[src/hw/rtl/pbmp_pkg.sv]
// ----------------------------------------------------------------------------
// pbmp_pkg: shared types and constants for the majority probability core
// Fixed-point formats, distribution depth and the control word that the
// sequencer hands to every distribution cell.
// ----------------------------------------------------------------------------
`default_nettype none

package pbmp_pkg;

    // largest number of coins held in one set
    localparam int unsigned MAX_COINS = 64;
    // fraction bits of a head probability
    localparam int unsigned PROB_BITS = 16;

    // probability word: Q0.PROB_BITS plus one integer bit for 1.0
    localparam int unsigned PROB_W = PROB_BITS + 1;
    // distribution entry: Q1.31
    localparam int unsigned DIST_W = 32;
    // coin counter, wide enough to hold MAX_COINS itself
    localparam int unsigned COUNT_W = $clog2(MAX_COINS + 1);
    // reported coin count field
    localparam int unsigned SHOWN_W = 7;
    localparam int unsigned SHOWN_MAX = (1 << SHOWN_W) - 1;

    localparam logic [PROB_W-1:0] ONE_PROB = PROB_W'(1) << PROB_BITS;
    localparam logic [DIST_W-1:0] ONE_DIST = DIST_W'(1) << (DIST_W - 1);
    localparam logic [COUNT_W-1:0] MAX_COUNT = COUNT_W'(MAX_COINS);

    // control word broadcast to the cell chain
    typedef struct packed {
        logic mul;    // register both products of the update
        logic add;    // sum the products into the entry
        logic shift;  // move each entry one cell toward cell zero
        logic seed;   // load the one-point distribution
    } cell_ctl_t;

endpackage : pbmp_pkg

`default_nettype wire

[src/hw/rtl/pbmp_ctrl.sv]
// ----------------------------------------------------------------------------
// pbmp_ctrl: transaction sequencer for the majority probability core
// Takes coins, steps the cell chain through multiply and add, drains the
// chain into the majority accumulator and holds the result transaction.
// ----------------------------------------------------------------------------
`default_nettype none

module pbmp_ctrl
    import pbmp_pkg::*;
(
    input  wire logic               clk,
    input  wire logic               rst_n,
    input  wire logic [PROB_W-1:0]  head_prob,
    input  wire logic               last_coin,
    input  wire logic               coin_valid,
    output logic                    coin_stall,
    output logic [DIST_W-1:0]       majority_prob,
    output logic [SHOWN_W-1:0]      coin_count,
    output logic                    too_many,
    output logic                    result_valid,
    input  wire logic               result_stall,
    input  wire logic [DIST_W-1:0]  drain_val,
    output cell_ctl_t               ctl,
    output logic [PROB_W-1:0]       p,
    output logic [PROB_W-1:0]       q
);

    localparam logic [2:0] ST_IDLE  = 3'd0;
    localparam logic [2:0] ST_MUL   = 3'd1;
    localparam logic [2:0] ST_ADD   = 3'd2;
    localparam logic [2:0] ST_DRAIN = 3'd3;
    localparam logic [2:0] ST_DONE  = 3'd4;

    logic [2:0]         state_reg;
    logic [2:0]         state_next;
    logic [COUNT_W-1:0] coins_reg;
    logic [COUNT_W-1:0] coins_next;
    logic               ovf_reg;
    logic               ovf_next;
    logic               last_reg;
    logic               last_next;
    logic [COUNT_W-1:0] idx_reg;
    logic [COUNT_W-1:0] idx_next;
    logic [DIST_W-1:0]  acc_reg;
    logic [DIST_W-1:0]  acc_next;
    logic [PROB_W-1:0]  p_reg;
    logic [PROB_W-1:0]  p_next;
    logic               res_valid_reg;
    logic [DIST_W-1:0]  res_prob_reg;
    logic [SHOWN_W-1:0] res_count_reg;
    logic               res_many_reg;
    logic               coin_take;
    logic               res_free;
    logic               res_load;
    logic [PROB_W-1:0]  p_sat;
    logic [DIST_W:0]    acc_sum;
    logic               in_range;
    logic [SHOWN_W-1:0] shown;

    assign coin_take = coin_valid && (state_reg == ST_IDLE);
    assign coin_stall = (state_reg != ST_IDLE);
    assign res_free  = !res_valid_reg || !result_stall;
    assign res_load  = (state_reg == ST_DONE) && res_free;

    // probability above one is clipped to one
    assign p_sat = (head_prob > ONE_PROB) ? ONE_PROB : head_prob;

    // majority window: floor(n/2) < index <= n
    assign in_range = (idx_reg > (coins_reg >> 1)) && (idx_reg <= coins_reg);
    assign acc_sum  = {1'b0, acc_reg} + {1'b0, drain_val};

    assign shown = (32'(coins_reg) > SHOWN_MAX) ? SHOWN_W'(SHOWN_MAX)
                                                : SHOWN_W'(coins_reg);

    // sequencer
    always_comb
    begin
        state_next = state_reg;
        coins_next = coins_reg;
        ovf_next   = ovf_reg;
        last_next  = last_reg;
        idx_next   = idx_reg;
        acc_next   = acc_reg;
        p_next     = p_reg;
        ctl        = '0;
        unique case (state_reg)
            ST_IDLE:
            begin
                if (coin_take)
                begin
                    last_next = last_coin;
                    idx_next  = '0;
                    acc_next  = '0;
                    if (coins_reg < MAX_COUNT)
                    begin
                        p_next     = p_sat;
                        coins_next = coins_reg + COUNT_W'(1);
                        state_next = ST_MUL;
                    end
                    else
                    begin
                        ovf_next = 1'b1;
                        if (last_coin)
                        begin
                            state_next = ST_DRAIN;
                        end
                    end
                end
            end
            ST_MUL:
            begin
                ctl.mul    = 1'b1;
                state_next = ST_ADD;
            end
            ST_ADD:
            begin
                ctl.add    = 1'b1;
                state_next = last_reg ? ST_DRAIN : ST_IDLE;
            end
            ST_DRAIN:
            begin
                ctl.shift = 1'b1;
                if (in_range)
                begin
                    acc_next = (acc_sum > {1'b0, ONE_DIST}) ? ONE_DIST
                                                            : acc_sum[DIST_W-1:0];
                end
                idx_next = idx_reg + COUNT_W'(1);
                if (idx_reg == MAX_COUNT)
                begin
                    state_next = ST_DONE;
                end
            end
            ST_DONE:
            begin
                if (res_free)
                begin
                    ctl.seed   = 1'b1;
                    coins_next = '0;
                    ovf_next   = 1'b0;
                    state_next = ST_IDLE;
                end
            end
            default:
            begin
                state_next = ST_IDLE;
            end
        endcase
    end

    // control state
    always_ff @(posedge clk or negedge rst_n)
    begin
        if (!rst_n)
        begin
            state_reg     <= ST_IDLE;
            coins_reg     <= '0;
            ovf_reg       <= 1'b0;
            res_valid_reg <= 1'b0;
        end
        else
        begin
            state_reg <= state_next;
            coins_reg <= coins_next;
            ovf_reg   <= ovf_next;
            if (res_load)
            begin
                res_valid_reg <= 1'b1;
            end
            else if (!result_stall)
            begin
                res_valid_reg <= 1'b0;
            end
        end
    end

    // working and result payload
    always_ff @(posedge clk)
    begin
        last_reg <= last_next;
        idx_reg  <= idx_next;
        acc_reg  <= acc_next;
        p_reg    <= p_next;
        if (res_load)
        begin
            res_prob_reg  <= acc_reg;
            res_count_reg <= shown;
            res_many_reg  <= ovf_reg;
        end
    end

    assign p             = p_reg;
    assign q             = ONE_PROB - p_reg;
    assign result_valid  = res_valid_reg;
    assign majority_prob = res_prob_reg;
    assign coin_count    = res_count_reg;
    assign too_many      = res_many_reg;

endmodule : pbmp_ctrl

`default_nettype wire

[config.mk]
export PLATFORM = sky130hd
export DESIGN_NAME = pbmp_ctrl
export DESIGN_NICKNAME = d
export VERILOG_FILES = /design/src/hw/rtl/pbmp_pkg.sv /design/src/hw/rtl/pbmp_ctrl.sv
export SDC_FILE = /design/constraint.sdc
export NUM_CORES = 1
export LEC_CHECK = 0
export ABC_AREA = 1
export BUFFER_PORTS_ARGS = -buffer_cell sky130_fd_sc_hd__buf_2
export CAP_MARGIN = 20
export CORE_AREA = 5 5 162 164
export DETAILED_ROUTE_END_ITERATION = 16
export DIE_AREA = 0 0 167 169
export GPL_TIMING_DRIVEN = 0
export PLACE_DENSITY = 0.5
export SYNTH_ARGS = -nofsm -noshare
export SYNTH_HDL_FRONTEND = slang
export SYNTH_SLANG_ARGS = --single-unit
[constraint.sdc]
create_clock -name clk -period 5.45 [get_ports clk]
set_input_delay 0 -clock clk [delete_from_list [all_inputs] [get_ports clk]]
set_output_delay 0 -clock clk [all_outputs]
set_load 0.05 [all_outputs]
; After elaboration in Yosys (flattened, before gate mapping)
; Index checks and enable logic that the tools add are counted.
[op_classes]
add_sub_neg = 4
order_cmp = 5
n_eq_ne = 13
muxes = 28
reduce_logical = 17
[op_table]
columns = op, n
row1 = 2-to-1 mux 32 bit, 3
row2 = case mux 32 bit (2 select lines), 1
row3 = adder 32 x 32 -> 33 bit, 1
row4 = "greater-than comparator 33 x 32 -> 1 bit, second input constant", 1
row5 = 2-to-1 mux 7 bit, 4
row6 = case mux 7 bit (2 select lines), 2
row7 = "greater-than comparator 17 bit, second input constant", 1
row8 = "subtractor 17 bit, first input constant", 1
row9 = 2-to-1 mux 3 bit, 5
row10 = case mux 3 bit (5 select lines), 1
row11 = "adder 7 x 1 -> 7 bit, second input constant", 2
row12 = AND reduction 4 bit, 3
row13 = 2-to-1 mux 1 bit, 10
row14 = "!= test 2 bit, second input constant", 5
row15 = "== test 7 bit, second input constant", 1
row16 = greater-than comparator 7 x 6 -> 1 bit, 1
row17 = <= comparator 7 bit, 1
row18 = "less-than comparator 7 bit, second input constant", 1
row19 = "== test 3 x 2 -> 1 bit, second input constant", 2
row20 = AND reduction 3 bit, 2
row21 = "!= test 2 x 1 -> 1 bit, second input constant", 2
row22 = AND reduction 2 bit, 2
row23 = nonzero test 2 bit, 2
row24 = "== test 3 x 1 -> 1 bit, second input constant", 1
row25 = 9 further kinds, 12
[word_totals]
reg_bits = 109
in_bits = 54
out_inout_bits = 80
word_cells = 78

; Depth between registers and ports, before layout
; Gate-level depths: netlist (run 1).
[depth]
depth_word = 5
ltp_mapped = 21
mapped_depth_nobuf = 20

; Worst setup path before layout (run 1)
; OpenSTA, ideal clock, no wires.
[synth_timing]
path_type = reg2reg
from = register state_reg[2]
to = register acc_reg[0] (enable)
setup_time_ns = 0.432
t_arrival_ns = 3.650
t_required_ns = 5.018
slack_ns = 1.368
path_stages_with_launch = 5
n_path_buf = 1
synth_period_minus_slack_ns = 4.082
cell_sequence = dfrtp_1 > nor3_1 > inv_1 > clkbuf_1 > a21oi_1
[synth_between]
elab_chain_cells = 4
word_cells_on_any_way = 7
classes_between = eq/ne: 3 / reduce/logical: 4
[synth_rtl]
columns = element, line_no
row1 = start: declaration, pbmp_ctrl.sv:34  ; logic [2:0] state_reg;
row2 = start signal: assignment, pbmp_ctrl.sv:163  ; state_reg <= state_next;
row3 = logical NOT 3 bit, "pbmp_ctrl.sv:60, pbmp_ctrl.sv:86"
row4 = logical AND 1 bit, pbmp_ctrl.sv:60  ; assign coin_take = coin_valid && (state_reg == ST_IDLE);
row5 = != test 2 bit (no line), --
row6 = AND reduction 3 bit (no line) (*), --
row7 = end signal: assignment, pbmp_ctrl.sv:182  ; acc_reg <= acc_next;
row8 = end: declaration, pbmp_ctrl.sv:44  ; logic [DIST_W-1:0] acc_reg;
; Every way passes the cells marked *; elsewhere a longest branch is shown, timed or not.
; A chain may end at the register's enable or synchronous reset.

; Final worst setup path (run 1)
[layout_timing]
from = register acc_reg[0]
to = register acc_reg[5] (data pin)
[layout_between]
elab_chain_cells = 5
[layout_rtl]
columns = element, line_no
row1 = adder 32 x 32 -> 33 bit (*), pbmp_ctrl.sv:70  ; assign acc_sum = {1'b0, acc_reg} + {1'b0, drain_val};
row2 = greater-than comparator 33 x 32 -> 1 bit, pbmp_ctrl.sv:125  ; acc_next = (acc_sum > {1'b0, ONE_DIST}) ? ONE_DIST
row3 = 2-to-1 mux 32 bit (*), pbmp_ctrl.sv:125
row4 = 2-to-1 mux 32 bit (*), pbmp_ctrl.sv:123  ; if (in_range)
row5 = case mux 32 bit (2 select lines) (*), pbmp_ctrl.sv:86  ; unique case (state_reg)
; Every way passes the cells marked *; elsewhere a longest branch is shown, timed or not. The select of a mux whose other input is x is not followed.

==> summary.txt, run 1 <==
Floorplan
  – Core ar.: 24700 um2
  – Die H: 169 um
  – Die X: 167 um
  – Row cnt: 58
  – Initial Util: 0.295
  – DIE AREA: 28200 um2
  – I/O pins: 134

Detailed routing
  – DR WL/cell: 13.9 um
  – Pre-Repair DR Iteration Count: 5
  – Wire length on met2: 9.02 mm
  – Routed wire length: 20.1 mm
  – Drc violations: 0
  – DR iter-0 viols: 323
  – DR top layer: met5
  – Met3 Wirelength: 1.07 mm
  – Via count: 6288
  – ANT nets after route: 0
  – Vias/cell: 4.35
  – Met1 wire length: 9.74 mm

Yosys
  – Commonest cells in the netlist: 267 x nand2_1, 198 x inv_1, 104 x nor2_1
  – Post-synth EDFFs: 97
  – Synth Flop Type: edfxtp_1
  – Post-synth ARST share: 0.110
  – Synthesized net count: 1049
  – Gate Count Post-Synth: 945
  – Leading area contributor after synthesis: edfxtp_1
  – Synth area leaders: edfxtp_1 40%, nand2_1 14%, inv_1 10%
  – Top-count cell post-synth: nand2_1
  – Register area share after synthesis: 0.441
  – Post-synthesis average cell area: 7.71 um2
  – Yosys warns: 0
  – Unique masters post-synth: 33
  – Synth Cell Area: 7290 um2
  – Share of the synthesized area in the top cell type: 0.400
  – Flops & latches, synth: 109

CTS
  – CTS H-Tree Depth: 3
  – Post-CTS Hold Fix Bufs: 20
  – Total CTS buffers: 9
  – Post-CTS Setup Inserts: 0
  – CTS tree: done
  – Skew-Pair Late Insertion Delay: 0.36 ns
  – CTS Sinks: 109
  – Clk buf depth: 2
  – Resize count post-CTS: 0
  – CTS clk-pin slew, worst paths: 0.08 ns
  – Root buffer cell: clkbuf_16

STA
  – Clock Skew: 0.00849 ns
  – Max Freq: 315 MHz
  – Post-route clock period utilization: 0.583
  – Worst-Margin Slew: 0.803 ns
  – Final TNS setup: 0 ns
  – Slew HR: 0.460
  – RSZ-0062 raised after global routing: false
  – Final hold violations: 0
  – Final setup viols: 0
  – Slew Viols, Final: 0
  – Fin crit period: 3.17 ns
  – Final Worst Setup Slack: 2.28 ns

Pwr
  – Power density over cell area: 557 nW/um2
  – Pleak: 0.00451 uW
  – Peak supply drop: 231 uV
  – Total power: 4990 uW
  – Seq pwr share: 0.294
  – Switching Fraction: 0.503
  – Int Power: 2480 uW
  – Gate power share: 0.571
  – P_sw: 2510 uW
  – Clock power share: 0.135

Layout
  – ANT cells: 0
  – Post-layout net count: 1216
  – Post-layout util: 0.362
  – Fraction of layout cells with a size suffix above 1: 0.170
  – P&R area growth vs syn: 22.8%

Place
  – GP Congestion: 0.917
  – Placed wire-length estimate: 16.3 mm
  – Post-Place Setup Slack: 2.26 ns
  – Port bufs: 133

Critical path
  – Cell family with most CP delay: simple AND/OR/NAND/NOR gates
  – Critical Path Source Type: flop
  – Max incr delay on CP: 0.46 ns
  – Critical path fanouts, max: 10
  – Crit-path slowest cell: fa_1
  – Critical Path AT: 3.39 ns
  – Crit. End Element: flop
  – CP dominant cell by count: nand2_1
  – Worst Path Required: 5.67 ns
  – Worst Path Class, Setup: reg -> reg
  – Critical-path cell list: ha_1 -> fa_1 -> nand2_1 -> nand3_1 -> nand3_1 -> nand2_1 -> nand2_1 -> nand2_1 -> nand2_1 -> nand2_1 -> nand2_1 -> nand2_1 -> nor2_1 -> nand3_1 -> nor2_1 -> nand2_1 -> nand2_1 -> nand2_2 -> buf_6 -> nor2_2
  – CP Buf/Inv Count: 1

Global route
  – First-pass GRT wire length: 31.8 mm
  – Largest net degree at the start of global routing: 28
  – Number of global-route vias before repair: 6094
  – Total gr overflow: 0
  – GRT Total Usage: 0.142
  – Antenna violations before repair: 2

Job
  – Max cap viols: 0

Hold path
  – Min-Delay Path Class: in -> reg

Status
  – Status: finished clean
-- final timing paths --
check / from / to / slack, ns / depth (start not counted)
max: acc_reg[0] / acc_reg[5] / 2.28 / 20
min: coin_valid / last_reg / 0.03 / 3
max reg2reg: acc_reg[0] / acc_reg[5] / 2.28 / 20
min reg2reg: acc_reg[17] / majority_prob[17] / 0.46 / 0
max in group asynchronous: rst_n / state_reg[2] / 5.19 / 2
min in group asynchronous: rst_n / coins_reg[2] / 0.05 / 2
-- cell type report --
| cell class | instances | area [um2] |
|---|---|---|
| Sequential cell | 109 | 3210 |
| Clock inverter | 7 | 73.8 |
| Multi-Input combinational cell | 627 | 3280 |
| Fill cell | 2613 | 15800 |
| Buffer | 9 | 67.6 |
| Clock buffer | 9 | 225 |
| Tap cell | 330 | 413 |
| Inverter | 200 | 751 |
| Timing Repair Buffer | 156 | 928 |
-- metrics by stage --
| stage | area (um2) | cells | hold WS [ns] |
|---|---|---|---|
| floorplan | 7290 | 945 | -0.296 |
| global placement | 8370 | 1408 | -0.101 |
| detailed placement | 8450 | 1411 | -0.101 |
| CTS | 8950 | 1447 | 0.0132 |
| global route | 8950 | 1447 | 0.0132 |
| finish | 8950 | 1447 | 0.0295 |
-- worst reg2reg max path: cells and delay by family (launching register included) --
family,cells,cell delay (ns)
adder cells (fa/ha/maj),2,0.72
flip-flops,1,0.41
buffers and inverters,1,0.22
AND/OR/NAND/NOR,17,1.68
-- power by group through the flow --
stage	clock network [uW]	registers, uW	logic (uW)
final	674	1470	2850
after global routing	734	1510	3210
after CTS	700	1470	2880
after detailed placement	0	1490	2850
after global placement	0	1510	2780
after floorplan	0	1680	1880
-- cells in the final DEF, fill, tap and decap left out, types with 2 or more instances in the layout --
cell type      instances
a21o_1                 2
a21oi_1               30
a31oi_1                2
and2_1                 3
buf_2                133
buf_4                  3
buf_6                  3
clkbuf_1               3
clkbuf_16              9
dfrtp_1               12
dlygate4sd3_1         20
edfxtp_1              97
ha_1                  49
inv_1                198
inv_2                  2
inv_8                  3
nand2_1              267
nand2_2                6
nand3_1               47
nand3b_1               6
nand4_1               16
nor2_1               103
nor2_2                22
nor3_1                18
nor4_1                 2
o21ai_0               17
o21bai_1               2
xnor2_1                4
xor2_1                21
-- cells by family after synthesis --
family          after synthesis  share of synthesized area
buf+inv                     209                      0.112
fa+ha+maj                    50                     0.0869
xor+xnor                     25                     0.0300
simple gates                493                      0.286
compound gates               59                     0.0443
flops                       109                      0.441
-- routing by layer --
metal | vias up | global-route usage
met4 | 4 | 0.0359
met1 | 2785 | 0.187
li1 | 3317 | -
met5 | - | 0
met2 | 161 | 0.237
met3 | 21 | 0.0334
Note: power is estimated with default switching activity, not from simulation.
==> inputs of run 2 (changes only) <==
- PLACE_DENSITY: 0.5 -> 0.52
- clock period: 5.45 -> 2.6 ns (I/O delays scaled with it)
==> run 2 against run 1 <==
  * The flow now finishes with violations (setup timing)
  * Global-route usage rose by 0.24 points
  * Via count increased by 2.7%
  * Clock-buffer cell count unchanged
  * Die area unchanged
  * Cell count is 1.4% higher
  * Sequential cell count unchanged
  * Non-clock buffer count grew 20
  * First-iteration DRC count up 7.1%
  * Utilization rose by 2.5 points
  * Clock power rose by 120%
  * Combinational power rose by 140%
  * Highest routed layer unchanged
==> summary.txt, run 2 (synthesized netlist as in run 1, its figures left out) <==
Status
  – Status: finished with violations
  – Failing checks: setup timing

Global route
  – Antenna violations before repair: 1
  – Number of global-route vias before repair: 6221
  – Largest net degree at the start of global routing: 28
  – Total gr overflow: 0
  – GRT Total Usage: 0.145
  – First-pass GRT wire length: 32.5 mm

Place
  – Dpl cell area: 8470 um2
  – GP Congestion: 0.908
  – Placed wire-length estimate: 16.5 mm
  – Post-Place Setup Slack: -0.585 ns
  – Port bufs: 133

Hold path
  – Worst hold stages: 3
  – Hold path endpoint: last_reg
  – Min-delay src: coin_valid
  – Min-Delay Path Class: in -> reg

STA
  – Max Freq: 359 MHz
  – Hold Slack: 0.0184 ns
  – RSZ-0062 raised after global routing: true
  – Worst-Margin Slew: 0.523 ns
  – Slew HR: 0.651
  – Final TNS setup: -4.96 ns
  – Slew Viols, Final: 0
  – Final Worst Setup Slack: -0.184 ns
  – Final setup viols: 31
  – Fin crit period: 2.78 ns
  – Post-route clock period utilization: 1.07
  – Clock Skew: 0.00979 ns
  – Final hold violations: 0

Detailed routing
  – ANT nets after route: 0
  – Via count: 6458
  – DR WL/cell: 14.1 um
  – Vias/cell: 4.40
  – Pre-Repair DR Iteration Count: 4
  – DR iter-0 viols: 346
  – Routed wire length: 20.7 mm
  – Drc violations: 0

Layout
  – P&R area growth vs syn: 31.2%
  – ANT cells: 0
  – Final instance area: 9560 um2
  – Fraction of layout cells with a size suffix above 1: 0.259
  – Post-layout net count: 1236
  – Commonest non-fill, non-tap cells in the layout: 249 x nand2_1, 197 x inv_1, 131 x buf_2
  – Commonest non-fill, non-tap cell in the layout: nand2_1

Critical path
  – Crit path depth: 16
  – Worst Path Class, Setup: reg -> reg
  – Cell family with most CP delay: simple AND/OR/NAND/NOR gates
  – Reg2reg start: acc_reg[0]
  – Critical path fanouts, max: 10
  – Worst Path Required: 2.83 ns
  – Crit. End Element: flop
  – Critical Path Source Type: flop
  – CP Buf/Inv Count: 2
  – Critical Path AT: 3.02 ns
  – Crit-path slowest cell: edfxtp_1
  – Reg-to-reg slack, setup: -0.18 ns
  – Critical-path cell list: ha_4 -> fa_2 -> nand3_2 -> nand2_2 -> nand3_1 -> nand3b_1 -> buf_4 -> xor2_2 -> nor2_2 -> nand3_2 -> nor2_1 -> nand2_1 -> nand2_2 -> nand2_8 -> buf_12 -> nor2_2
  – FF-to-FF End: acc_reg[4]
  – Max incr delay on CP: 0.43 ns
  – Reg2Reg Depth: 16

CTS
  – Root buffer cell: clkbuf_16
  – CTS clk-pin slew, worst paths: 0.08 ns
  – Total CTS buffers: 9
  – CTS H-Tree Depth: 3
  – CTS tree: done
  – Clk buf depth: 2
  – Skew-Pair Late Insertion Delay: 0.37 ns
  – CTS Sinks: 109

Floorplan
  – I/O pins: 134
  – Row cnt: 58
  – Die H: 169 um
  – Core ar.: 24700 um2
  – DIE AREA: 28200 um2
  – Die X: 167 um
  – Initial Util: 0.295

Pwr
  – Int Power: 5670 uW
  – Total power: 11400 uW
  – Clock power share: 0.128
  – P_sw: 5690 uW
  – Pleak: 0.00465 uW
  – Gate power share: 0.598
  – Power density over cell area: 1190 nW/um2
  – Switching Fraction: 0.501
  – Seq pwr share: 0.273
  – Peak supply drop: 470 uV

Job
  – Max cap viols: 0
-- run 2: cell types whose count changed in the layout (fill, tap and decap cells not counted), moves of 6 or more --
cell     previous run  this run
nor2_1            103        79
nand3_2             0         6
ha_4                0         7
nor3_1             18        11
nor2_2             22        42
nand2_2             6        22
nand3_1            47        41
ha_2                0         8
buf_4               3        20
ha_1               49        34
nand2_1           267       249
-- run 2: timing repair --
item | CTS | global route
setup endpoints to repair | 49 | 38
hold buffers | 20 | 0
pin swaps | 9 | 25
gates cloned | 1 | 0
setup buffers | 6 | 13
gates resized for setup | 30 | 76
endpoints found under the hold margin | 31 | 0
-- run 2: through the flow --
stage	std cells	util
final	1467	0.386
after global routing	1467	0.386
after CTS	1454	0.370
after detailed placement	1411	0.342
after global placement	1408	0.340
after floorplan	945	-
-- run 2: how the worst max path moves through the flow --
stage | slack [ns] | startpoint | end
after floorplan | 0.03 | state_reg[2] | acc_reg[0]
final | -0.18 | acc_reg[0] | acc_reg[4]
after global placement | -0.70 | state_reg[1] | coins_reg[5]
after CTS | -0.32 | acc_reg[0] | acc_reg[28]
after detailed placement | -0.59 | acc_reg[0] | acc_reg[20]
after global routing | -0.34 | acc_reg[0] | acc_reg[22]
-- run 2: cell type report --
cell class,count,area (um2)
clock buffer,9,225
multi-input combinational,627,3680
tap,330,413
timing repair buffer,176,1110
fill,2577,15200
sequential,109,3210
inverter,200,751
clock inverter,7,83.8
buffer,9,83.8
-- run 2: layer usage --
layer | track usage | up-vias | routed length [um]
met3 | 0.0304 | 20 | 1160
met4 | 0.0349 | 2 | 248
met1 | 0.195 | 2938 | 9720
met5 | 0 | - | 11
li1 | - | 3344 | -
met2 | 0.239 | 154 | 9550
-- run 2: power groups by stage --
stage | sequential (uW) | clock (uW) | combinational [uW]
2_1_floorplan | 3500 | 0 | 3960
6_report | 3110 | 1460 | 6790
3_3_place_gp | 3130 | 0 | 5860
3_5_place_dp | 3120 | 0 | 5980
4_1_cts | 3090 | 1520 | 6310
5_1_grt | 3190 | 1580 | 7560
-- run 2: worst register-to-register path: cells and delay by family (launching register included) --
family	cells	cell delay, ns
AND/OR/NAND/NOR	11	1.12
XOR/XNOR	1	0.14
flip-flops	1	0.43
buffers and inverters	2	0.39
adder cells (fa/ha/maj)	2	0.57
==> inputs of run 3 (changes only) <==
- CORE_AREA: 5 5 162 164 -> 5 5 134 136
- DIE_AREA: 0 0 167 169 -> 0 0 139 141
- PLACE_DENSITY: 0.52 -> 0.7
==> run 3 against run 2 <==
  * Register-to-register slack got worse by 0.06 ns
  * The run still ends with setup timing left
  * Setup slack got worse by 0.062 ns
  * Sequential cell count stayed put
  * Critical endpoint is now acc_reg[24]
  * Utilization rose by 19 points
  * Sequential share of layout area fell by 0.68 points
  * Highest routed layer is now met4
  * Cell area rose by 2.1%
  * Non-clock buffer count unchanged
  * Cell count shrank 7.0%
  * Critical path type unchanged
==> summary.txt, run 3 (synthesized netlist as in run 1, its figures left out) <==
Status
  – Status: finished with violations
  – Failing checks: setup timing

Detailed routing
  – Pre-Repair DR Iteration Count: 5
  – Vias/cell: 4.89
  – Routed wire length: 20.5 mm
  – ANT nets after route: 0
  – DR WL/cell: 15.0 um
  – DR iter-0 viols: 400
  – Drc violations: 0
  – Via count: 6664

CTS
  – Root buffer cell: clkbuf_16
  – Clk buf depth: 2
  – Total CTS buffers: 9
  – CTS clk-pin slew, worst paths: 0.08 ns
  – Skew-Pair Late Insertion Delay: 0.37 ns
  – CTS Sinks: 109
  – CTS H-Tree Depth: 3
  – CTS tree: done

Critical path
  – CP dominant cell by count: nand2_2
  – Critical path fanouts, max: 7
  – Crit-path slowest cell: edfxtp_1
  – Reg2Reg Depth: 18
  – Crit. End Element: flop
  – Worst Path Class, Setup: reg -> reg
  – Critical Path AT: 3.08 ns
  – Critical-path cell list: ha_4 -> fa_2 -> nand3_2 -> nand2_4 -> nand3_2 -> nand3b_1 -> nand2_2 -> nand2_2 -> nand2_2 -> nand2_2 -> nor2_4 -> nand3_2 -> nor2_1 -> nand2_1 -> nand2_2 -> nand2_8 -> clkbuf_16 -> nor2_2
  – Max incr delay on CP: 0.43 ns
  – Critical Path Source Type: flop
  – Worst Path Required: 2.83 ns

Global route
  – Largest net degree at the start of global routing: 20
  – Met2 Usage GRT: 0.333
  – GRT Total Usage: 0.200
  – Met3 usage: 0.0356
  – Number of global-route vias before repair: 6279
  – GR Util met1: 0.261
  – Busiest grt layer: met2
  – Antenna violations before repair: 0
  – Total gr overflow: 0
  – First-pass GRT wire length: 31.3 mm

Hold path
  – Worst hold stages: 3
  – Min-Delay Path Class: in -> reg

STA
  – Fin crit period: 2.85 ns
  – Clock Skew: 0.0113 ns
  – Final setup viols: 31
  – Final hold violations: 0
  – Final TNS setup: -6.96 ns
  – Worst-Margin Slew: 0.719 ns
  – Slew HR: 0.520
  – Final Worst Setup Slack: -0.246 ns
  – Slew Viols, Final: 0
  – Max Freq: 351 MHz
  – Post-route clock period utilization: 1.09
  – RSZ-0062 raised after global routing: true

Pwr
  – Gate power share: 0.612
  – Switching Fraction: 0.502
  – Total power: 11900 uW
  – Peak supply drop: 615 uV
  – P_sw: 5970 uW
  – Int Power: 5920 uW
  – Clock power share: 0.124
  – Power density over cell area: 1220 nW/um2
  – Seq pwr share: 0.263
  – Pleak: 0.00471 uW

Layout
  – Commonest non-fill, non-tap cell in the layout: nand2_1
  – ANT cells: 0
  – Post-layout net count: 1238
  – P&R area growth vs syn: 33.9%
  – Commonest non-fill, non-tap cells in the layout: 238 x nand2_1, 198 x inv_1, 131 x buf_2
  – Fill count: 1546
  – Fraction of layout cells with a size suffix above 1: 0.277
  – Post-Layout Cell Count: 1364
  – Post-layout util: 0.580

Place
  – Placed Cells: 1305
  – Placed wire-length estimate: 14.9 mm
  – Port bufs: 133
  – GP Congestion: 0.908

Floorplan
  – Die H: 141 um
  – Die X: 139 um
  – Initial Util: 0.433
  – DIE AREA: 19600 um2
  – Core ar.: 16800 um2
  – Row cnt: 48
  – I/O pins: 134

Job
  – Max cap viols: 0
## run 3: cell types whose count changed in the layout (fill, tap and decap cells not counted), moves of 3 or more
cell	change
nand2_2	+8
inv_8	-3
nor2_2	-19
ha_4	+5
nand2_4	+3
nand3_2	+4
nand2_1	-11
ha_1	-3
nor2_4	+25
clkbuf_16	+5
nor2_1	-5
nand3_1	-4
## run 3: metal layers
metal	routed length (um)	share of wire
met1	9070	0.44
met2	9810	0.48
met3	1120	0.055
met4	471	0.023
met5	0	0
## run 3: cell type report
cell class | count | area, um2 | area share
Buffer | 9 | 92.6 | 0.00949
Clock buffer | 12 | 279 | 0.0286
Clock inverter | 4 | 42.5 | 0.00436
Inverter | 200 | 751 | 0.0769
Multi-Input combinational cell | 629 | 3950 | 0.405
Sequential cell | 109 | 3210 | 0.329
Tap cell | 225 | 282 | 0.0288
Timing Repair Buffer | 176 | 1150 | 0.118
## run 3: power groups by stage
stage | Sequential (uW) | Combinational (uW) | Clock (uW)
global route | 3200 | 7990 | 1580
finish | 3130 | 7280 | 1480
CTS | 3090 | 6120 | 1500
floorplan | 3500 | 3960 | 0
global placement | 3100 | 5720 | 0
detailed placement | 3120 | 5820 | 0
## run 3: worst max-delay path, delay by kind of cell, from the launching register on
kind                       cells  cell delay (ns)
adders and majority gates      2             0.58
DFF                            1             0.43
buffers and inverters          1             0.20
and+or+nand+nor               15             1.51
## run 3: metrics by stage
stage	cell area, um2	worst slack (ns)	hold slack [ns]
finish	9760	-0.246	0.0169
global route	9760	-0.358	0.00368
CTS	8990	-0.228	0.0109
detailed placement	8310	-0.484	-0.108
global placement	8270	-0.531	-0.108
floorplan	7330	0.0307	-0.296
## run 3: worst paths after layout
| path | startpoint | endpoint | slack, ns |
|---|---|---|---|
| max reg2reg | acc_reg[0] | acc_reg[24] | -0.25 |
| max in group asynchronous | rst_n | result_valid | 2.35 |
| min reg2reg | acc_reg[17] | majority_prob[17] | 0.46 |
| min in group asynchronous | rst_n | ovf_reg | 0.03 |
| max | acc_reg[0] | acc_reg[24] | -0.25 |
| min | coin_valid | last_reg | 0.02 |
## run 3: repair_timing
item | in CTS | in global routing
resized for setup | 27 | 131
hold buffers | 20 | 0
endpoints found under the hold margin | 31 | 0
gates cloned | 2 | 3
pin swaps | 7 | 29
setup endpoints to repair | 70 | 71
buffers inserted | 5 | 13
